<file path="src/rtl/gfd_pkg.sv">
package gfd_pkg;

  localparam int PAYLOAD_BYTES = 8;
  localparam int PIDX_W        = $clog2(PAYLOAD_BYTES);
  localparam int BIDX_W        = 4;

  // flag byte high nibble carries the payload length
  localparam logic [3:0] FLAG_LEN = 4'(PAYLOAD_BYTES);

  localparam logic [7:0]  RST_FIRST_HEADER  = 8'hFF;
  localparam logic [7:0]  RST_SECOND_HEADER = 8'hAA;
  localparam logic [3:0]  RST_EXPECTED_TYPE = 4'h1;
  localparam logic [15:0] RST_TIMEOUT_TICKS = 16'd400;

  typedef enum logic [1:0] {
    PH_HUNT  = 2'd0,
    PH_HEAD2 = 2'd1,
    PH_BODY  = 2'd2
  } phase_t;

  typedef enum logic [2:0] {
    ST_OK      = 3'd0,
    ST_HEAD2   = 3'd1,
    ST_TYPE    = 3'd2,
    ST_BUTTON  = 3'd3,
    ST_SUM     = 3'd4,
    ST_TIMEOUT = 3'd5
  } status_t;

  typedef enum logic [1:0] {
    REG_FIRST_HEADER  = 2'd0,
    REG_SECOND_HEADER = 2'd1,
    REG_EXPECTED_TYPE = 2'd2,
    REG_TIMEOUT_TICKS = 2'd3
  } reg_idx_t;

  typedef enum logic {
    FN_BYTE = 1'b0,
    FN_TICK = 1'b1
  } func_t;

endpackage

</file>
<file path="src/rtl/gamepad_frame_deframer.sv">
// Controller frame deframer. Each input word is either a received byte
// (in_tuser = 0) or a one millisecond tick (in_tuser = 1). A frame is
// first header, second header, a flag byte (type in the low nibble, 8 in the
// high nibble), eight payload bytes alternating axis and button group, then
// an 8-bit additive checksum of all previous frame bytes. Each finished frame
// or detected fault produces one result word: status in out_tuser, the four
// axes and four button groups in out_tdata (all zero for a fault). Every
// input word is handled by the combinational state update between the input
// handshake and the output register, so one word is accepted per clock as
// long as the output register is empty or being drained in the same cycle.
// The user must write registers through cfg only while idle (not enforced).
module gamepad_frame_deframer (
  input  logic        clk,
  input  logic        rst_n,
  input  logic        in_tvalid,
  output logic        in_tready,
  input  logic [7:0]  in_tdata,   // data_byte
  input  logic        in_tuser,   // func
  output logic        out_tvalid,
  input  logic        out_tready,
  // left_x, left_y, right_x, right_y, buttons_a, buttons_b, buttons_c, buttons_d
  output logic [63:0] out_tdata,
  output logic [2:0]  out_tuser,  // status
  input  logic        cfg_valid,
  output logic        cfg_ready,
  input  logic [1:0]  cfg_index,
  input  logic [15:0] cfg_data
);
  import gfd_pkg::*;

  logic [7:0]  first_header_r;
  logic [7:0]  second_header_r;
  logic [3:0]  expected_type_r;
  logic [15:0] timeout_ticks_r;

  phase_t              phase_r, phase_nxt;
  logic [BIDX_W-1:0]   byte_index_r, byte_index_nxt;
  logic [7:0]          running_sum_r, running_sum_nxt;
  logic [15:0]         tick_count_r, tick_count_nxt;
  logic [7:0]          store_r [PAYLOAD_BYTES];

  logic        out_valid_r;
  logic [63:0] out_data_r;
  logic [2:0]  out_status_r;

  logic        accept;
  logic        emit;
  status_t     status;
  logic [16:0] tick_inc;
  logic        timed_out;
  logic        store_wr;
  logic [7:0]  b;
  logic        in_payload;
  logic        last_payload;
  logic        button_bad;
  logic [7:0]  sum_add;

  assign cfg_ready  = 1'b1;
  assign in_tready  = !out_valid_r || out_tready;
  assign accept     = in_tvalid && in_tready;
  assign out_tvalid = out_valid_r;
  assign out_tdata  = out_data_r;
  assign out_tuser  = out_status_r;

  assign b            = in_tdata;
  assign tick_inc     = {1'b0, tick_count_r} + 17'd1;
  assign timed_out    = tick_inc > {1'b0, timeout_ticks_r};
  assign in_payload   = (byte_index_r != '0) && (byte_index_r <= BIDX_W'(PAYLOAD_BYTES));
  assign last_payload = byte_index_r == BIDX_W'(PAYLOAD_BYTES);
  // the last button group is the byte arriving now
  assign button_bad   = store_r[1][7] | store_r[3][7] | store_r[5][7] | b[7];
  assign sum_add      = running_sum_r + b;

  // phase transitions and result decision
  always_comb begin
    phase_nxt = phase_r;
    emit      = 1'b0;
    status    = ST_OK;
    if (in_tuser == FN_TICK) begin
      if ((phase_r == PH_HEAD2 || phase_r == PH_BODY) && timed_out) begin
        emit   = 1'b1;
        status = ST_TIMEOUT;
      end
    end else begin
      unique case (phase_r)
        PH_HEAD2: begin
          if (b == second_header_r) begin
            phase_nxt = PH_BODY;
          end else if (b != first_header_r) begin
            emit   = 1'b1;
            status = ST_HEAD2;
          end
        end
        PH_BODY: begin
          if (byte_index_r == '0) begin
            if (b[3:0] != expected_type_r || b[7:4] != FLAG_LEN) begin
              emit   = 1'b1;
              status = ST_TYPE;
            end
          end else if (in_payload) begin
            if (last_payload && button_bad) begin
              emit   = 1'b1;
              status = ST_BUTTON;
            end
          end else begin
            emit   = 1'b1;
            status = (b != running_sum_r) ? ST_SUM : ST_OK;
          end
        end
        default: begin
          phase_nxt = (b == first_header_r) ? PH_HEAD2 : PH_HUNT;
        end
      endcase
    end
    if (emit) phase_nxt = PH_HUNT;
  end

  // counters, running sum and payload capture
  always_comb begin
    byte_index_nxt  = byte_index_r;
    running_sum_nxt = running_sum_r;
    tick_count_nxt  = tick_count_r;
    store_wr        = 1'b0;
    if (in_tuser == FN_TICK) begin
      if (phase_r == PH_HEAD2 || phase_r == PH_BODY) tick_count_nxt = tick_inc[15:0];
    end else begin
      unique case (phase_r)
        PH_HEAD2: begin
          tick_count_nxt = '0;
          if (b == second_header_r) begin
            byte_index_nxt  = '0;
            running_sum_nxt = first_header_r + second_header_r;
          end
        end
        PH_BODY: begin
          if (byte_index_r == '0 || in_payload) begin
            running_sum_nxt = sum_add;
            byte_index_nxt  = byte_index_r + BIDX_W'(1);
            store_wr        = in_payload;
          end
        end
        default: begin
          if (b == first_header_r) tick_count_nxt = '0;
        end
      endcase
    end
    if (emit) begin
      byte_index_nxt  = '0;
      running_sum_nxt = '0;
      tick_count_nxt  = '0;
    end
  end

  always_ff @(posedge clk) begin
    if (!rst_n) begin
      first_header_r  <= RST_FIRST_HEADER;
      second_header_r <= RST_SECOND_HEADER;
      expected_type_r <= RST_EXPECTED_TYPE;
      timeout_ticks_r <= RST_TIMEOUT_TICKS;
    end else if (cfg_valid && cfg_ready) begin
      unique case (reg_idx_t'(cfg_index))
        REG_FIRST_HEADER:  first_header_r  <= cfg_data[7:0];
        REG_SECOND_HEADER: second_header_r <= cfg_data[7:0];
        REG_EXPECTED_TYPE: expected_type_r <= cfg_data[3:0];
        REG_TIMEOUT_TICKS: timeout_ticks_r <= cfg_data;
      endcase
    end
  end

  always_ff @(posedge clk) begin
    if (!rst_n) begin
      phase_r       <= PH_HUNT;
      byte_index_r  <= '0;
      running_sum_r <= '0;
      tick_count_r  <= '0;
    end else if (accept) begin
      phase_r       <= phase_nxt;
      byte_index_r  <= byte_index_nxt;
      running_sum_r <= running_sum_nxt;
      tick_count_r  <= tick_count_nxt;
    end
  end

  always_ff @(posedge clk) begin
    if (accept && store_wr) begin
      store_r[PIDX_W'(byte_index_r - BIDX_W'(1))] <= b;
    end
  end

  always_ff @(posedge clk) begin
    if (!rst_n) begin
      out_valid_r <= 1'b0;
    end else if (accept) begin
      out_valid_r <= emit;
    end else if (out_tready) begin
      out_valid_r <= 1'b0;
    end
  end

  always_ff @(posedge clk) begin
    if (accept && emit) begin
      out_status_r <= status;
      if (status == ST_OK) begin
        out_data_r <= {store_r[7], store_r[5], store_r[3], store_r[1],
                       store_r[6], store_r[4], store_r[2], store_r[0]};
      end else begin
        out_data_r <= '0;
      end
    end
  end

endmodule
</file>
<file path="config.mk">
export PLATFORM = sky130hd
export DESIGN_NAME = gamepad_frame_deframer
export DESIGN_NICKNAME = d
export VERILOG_FILES = /design/src/rtl/gfd_pkg.sv /design/src/rtl/gamepad_frame_deframer.sv
export SDC_FILE = /design/constraint.sdc
export NUM_CORES = 1
export LEC_CHECK = 0
export BUFFER_PORTS_ARGS = -buffer_cell sky130_fd_sc_hd__clkbuf_2
export CORE_MARGIN = 2
export CORE_UTILIZATION = 55
export CTS_BUF_LIST = sky130_fd_sc_hd__clkbuf_8
export DETAILED_ROUTE_END_ITERATION = 10
export GPL_ROUTABILITY_DRIVEN = 0
export PLACE_DENSITY = 0.79
export SYNTH_ARGS = -nofsm -noshare
export SYNTH_HDL_FRONTEND = slang
export SYNTH_SLANG_ARGS = --single-unit
</file>
<file path="constraint.sdc">
create_clock -name clk -period 6.4 [get_ports clk]
set_clock_uncertainty 0.1 [all_clocks]
set_input_delay 0 -clock clk [delete_from_list [all_inputs] [get_ports clk]]
set_output_delay 0 -clock clk [all_outputs]
set_load 0.01 [all_outputs]
</file>
==> flow_metrics.tcl <==
set metrics [dict create \
    run_status "complete, no violations" \
    clock_latency_ns 0.49 \
    setup_viol 0 \
    m1WireLength_mm 8.37 \
    crit-reg2reg-launch "tick_count_r[0]" \
    crit_chain "ha_1, nand3_1, or3_1, nor2_1, nand3_1, xnor2_1, ha_1, nand3_1, or4_1, a21oi_1, o31ai_2, a21oi_4, buf_4" \
    core-area_sq_um 16000 \
    synth_top_cells_by_area "edfxtp_1 (43%), dfxtp_1 (15%), ha_1 (4.8%), nand2_1 (4.5%), and2_1 (4.5%)" \
    finalSetupTns_ns 0 \
    hold_path_depth 1 \
    route.met3.wl_um 815 \
    grt_first_pass_wirelength_mm 29.5 \
    route.detailed.drc 0 \
    first_global_vias 5790 \
    clock_root_buffer_master "clkbuf_8" \
    switching_power_total_uw 615 \
    synth_seq_cells 198 \
    synth.cell_area_sq_um 9060 \
    synth_top_cells_by_count "edfxtp_1 (131), nand2_1 (109), dfxtp_1 (67)" \
    crit_buf_inv 1 \
    fp.dieH_um 132 \
    most_repeated_library_cell_on_the_critical_path "nand3_1" \
    ioPinCount 102 \
    h-tree-depth 4 \
    post_synth_num_cell_types 61 \
    nets 992 \
    grt_setup_unrepaired "no" \
    met2_length_mm 9.21 \
    start_util_pct 56.6 \
    max_slew.worst_pin.slew_ns 1.19 \
    cell_internal_pwr_uw 1740 \
    clk_pin_slew_worst_paths_ns 0.11 \
    worstReg2RegEnd "out_tdata[43]" \
    wl_mm 18.6 \
    asyncSetResetFlopFracSynth_pct 0 \
    finalCriticalPeriod_ns 4.88 \
    timing.max_slew.rel_slack_pct 20.3 \
    synth_top_cell_area_share_pct 43.4 \
    ff2ff_path_depth 13 \
    post-route-util_pct 65.4 \
    dr.pass1.iters 5 \
    vias 6268 \
    leakagePower_uw 0.00387 \
    critPathMaxStageDelay_ns 0.67 \
    min-delay-start "in_tdata[1]" \
    ff2ff_setup_slack_ns 1.52 \
    area.growth.synth_to_final_pct 15.5 \
    die-width_um 132 \
    post-route-period-util_pct 76.2 \
    synthFlopType "edfxtp_1" \
    worstPathArrival_ns 4.89 \
    synth_sequential_area_ratio_pct 58.2 \
    floorplan.rows 46 \
    uppermost_metal_layer_occupied_by_signal_nets "met4" \
    post_synth_inst_count 799 \
    clock_sinks 198 \
    max_cap_violations 0 \
    insertedDiodeCount 0 \
    grt_use_total_pct 21.6 \
    kind_of_cell_adding_the_most_delay_to_the_critical_path "simple AND/OR/NAND/NOR gates" \
    cts_tree "done" \
    worst_ep_required_time_ns 6.41 \
    hold_path.class "in2reg" \
    clock_power_share_pct 34.5 \
    post_route_cells_drive_above_1_share_pct 16.6 \
    cts_made_buffers 17 \
    power.density_cell_area_nw_per_um2 225 \
    postRouteAntennaNets 0 \
    sequentialPowerShare_pct 58.3 \
    final_hpwl_dp_mm 12.1 \
    finalHoldViolCount 0 \
    vias_per_cell 5.44 \
    grt_max_degree 69 \
    slew_viol_final 0 \
    critPathLaunchType "flop" \
    detail_route.wl_per_cell_um 16.2 \
    combinational_share_of_power_pct 7.2 \
    synthesis.nets 868 \
    placement.io_buffers 100 \
    synth.largest_area_cell "edfxtp_1" \
    grt_antenna_before_repair 0 \
    grt-ovfl-total 0 \
    post-cts-setup-buffers 0 \
    critPathMaxFanout 68 \
    post-synth-top-count-cell "edfxtp_1" \
    postSynthAreaPerCell_sq_um 11.3 \
    crit_slowest_cell "buf_4" \
    max_freq_mhz 205 \
    worstSetupEndpointType "flop" \
    vdd.ir_drop.worst_mv 0.118 \
    setup.worst_path.class "reg2reg" \
    synth-warning-count 0 \
    clk_path_buf_depth 2 \
    min_delay_worst_endpoint "store_r[2][1]" \
    drt-initial-drc-count 451 \
    setup.worst_path.start "tick_count_r[0]" \
    synth_enable_flop_cells 131 \
    die_area_sq_um 17500 \
    power.switching_fraction_pct 26.1 \
]
[placed cells by master (no fill, tap or decap), types with 4 or more instances in the layout]
| cell | instances |
|---|---|
| dfxtp_1 | 67 |
| a21o_1 | 7 |
| a21oi_1 | 39 |
| inv_8 | 5 |
| and2_1 | 65 |
| nand2b_1 | 10 |
| xor2_1 | 20 |
| nand3_1 | 28 |
| edfxtp_1 | 131 |
| and3_1 | 5 |
| dlygate4sd3_1 | 38 |
| ha_1 | 35 |
| nand4_1 | 21 |
| or2_2 | 4 |
| o21ai_0 | 16 |
| xnor2_1 | 29 |
| clkinv_8 | 4 |
| mux2i_1 | 15 |
| nand2_1 | 109 |
| nor3_1 | 20 |
| clkbuf_2 | 100 |
| a31oi_1 | 5 |
| inv_1 | 29 |
| clkbuf_8 | 17 |
| o32ai_1 | 4 |
| nor2_1 | 38 |
| nor4_1 | 6 |
| o211ai_1 | 5 |
| buf_4 | 5 |
[worst max-delay path by stage]
stage / endpoint / cells past startpoint / slack, ns
4_1_cts: out_tdata[35] / 13 / 1.56
3_5_place_dp: out_tdata[60] / 13 / 1.59
6_report: out_tdata[43] / 13 / 1.52
2_1_floorplan: out_tdata[0] / 12 / 0.85
5_1_grt: out_tdata[43] / 13 / 1.20
3_3_place_gp: out_tdata[61] / 13 / 1.71
[through the flow]
step / std cells / hold slack (ns) / setup slack (ns) / area [sq um] / total power (uW)
after CTS: 1152 / 0.000132 / 1.56 / 10500 / 2370
final: 1152 / 0.0144 / 1.52 / 10500 / 2360
after global routing: 1152 / 0.00644 / 1.20 / 10500 / 2440
after detailed placement: 1082 / 0.130 / 1.59 / 9660 / 1550
after global placement: 1082 / 0.124 / 1.71 / 9660 / 1550
after floorplan: 799 / -0.00113 / 0.849 / 9060 / 1500
[routing by layer]
metal | vias up | GRT usage, %
met5 | - | 0
met4 | 0 | 6.45
met3 | 21 | 4.31
met2 | 197 | 35.9
met1 | 2954 | 28.7
li1 | 3096 | -
[cell families (layout without fill, tap and decap cells)]
| family | count (synthesis) | count (layout) | share of synthesized area [%] |
|---|---|---|---|
| flip-flops | 198 | 198 | 58.2 |
| multiplexers | 17 | 17 | 1.91 |
| other | 1 | 1 | 0.0414 |
| buffers and inverters | 68 | 205 | 3.70 |
| adder cells (fa/ha/maj) | 37 | 37 | 5.28 |
| AO/OA/AOI/OAI | 99 | 99 | 7.24 |
| XOR/XNOR | 49 | 49 | 4.74 |
| AND/OR/NAND/NOR | 330 | 330 | 18.9 |
[layout make-up]
class / count / area (sq um)
Fill cell: 1178 / 5530
Sequential cell: 198 / 5280
Multi-Input combinational cell: 533 / 3470
Timing Repair Buffer: 143 / 918
Tap cell: 216 / 270
Clock buffer: 17 / 234
Clock inverter: 15 / 188
Inverter: 30 / 113
[timing repair]
item	4_1_cts	5_1_grt
gates resized for setup	0	0
hold buffers	38	0
hold endpoints to repair	100	0
[registers in the layout (all words and copies together) (netlist names)]
| register | cells |
|---|---|
| store_r | 64 |
| second_header_r | 8 |
| first_header_r | 8 |
| timeout_ticks_r | 16 |
| byte_index_r | 4 |
| phase_r | 2 |
| expected_type_r | 4 |
| out_tdata | 64 |
| out_tvalid | 1 |
| tick_count_r | 16 |
| out_tuser | 3 |
| running_sum_r | 8 |
[power groups by stage]
stage | Clock (uW) | Sequential, uW | Combinational (uW)
CTS | 826 | 1370 | 168
floorplan | 0 | 1400 | 103
finish | 814 | 1370 | 170
detailed placement | 0 | 1400 | 150
global route | 875 | 1380 | 189
global placement | 0 | 1400 | 148
Power figures use the tool's default switching activity.
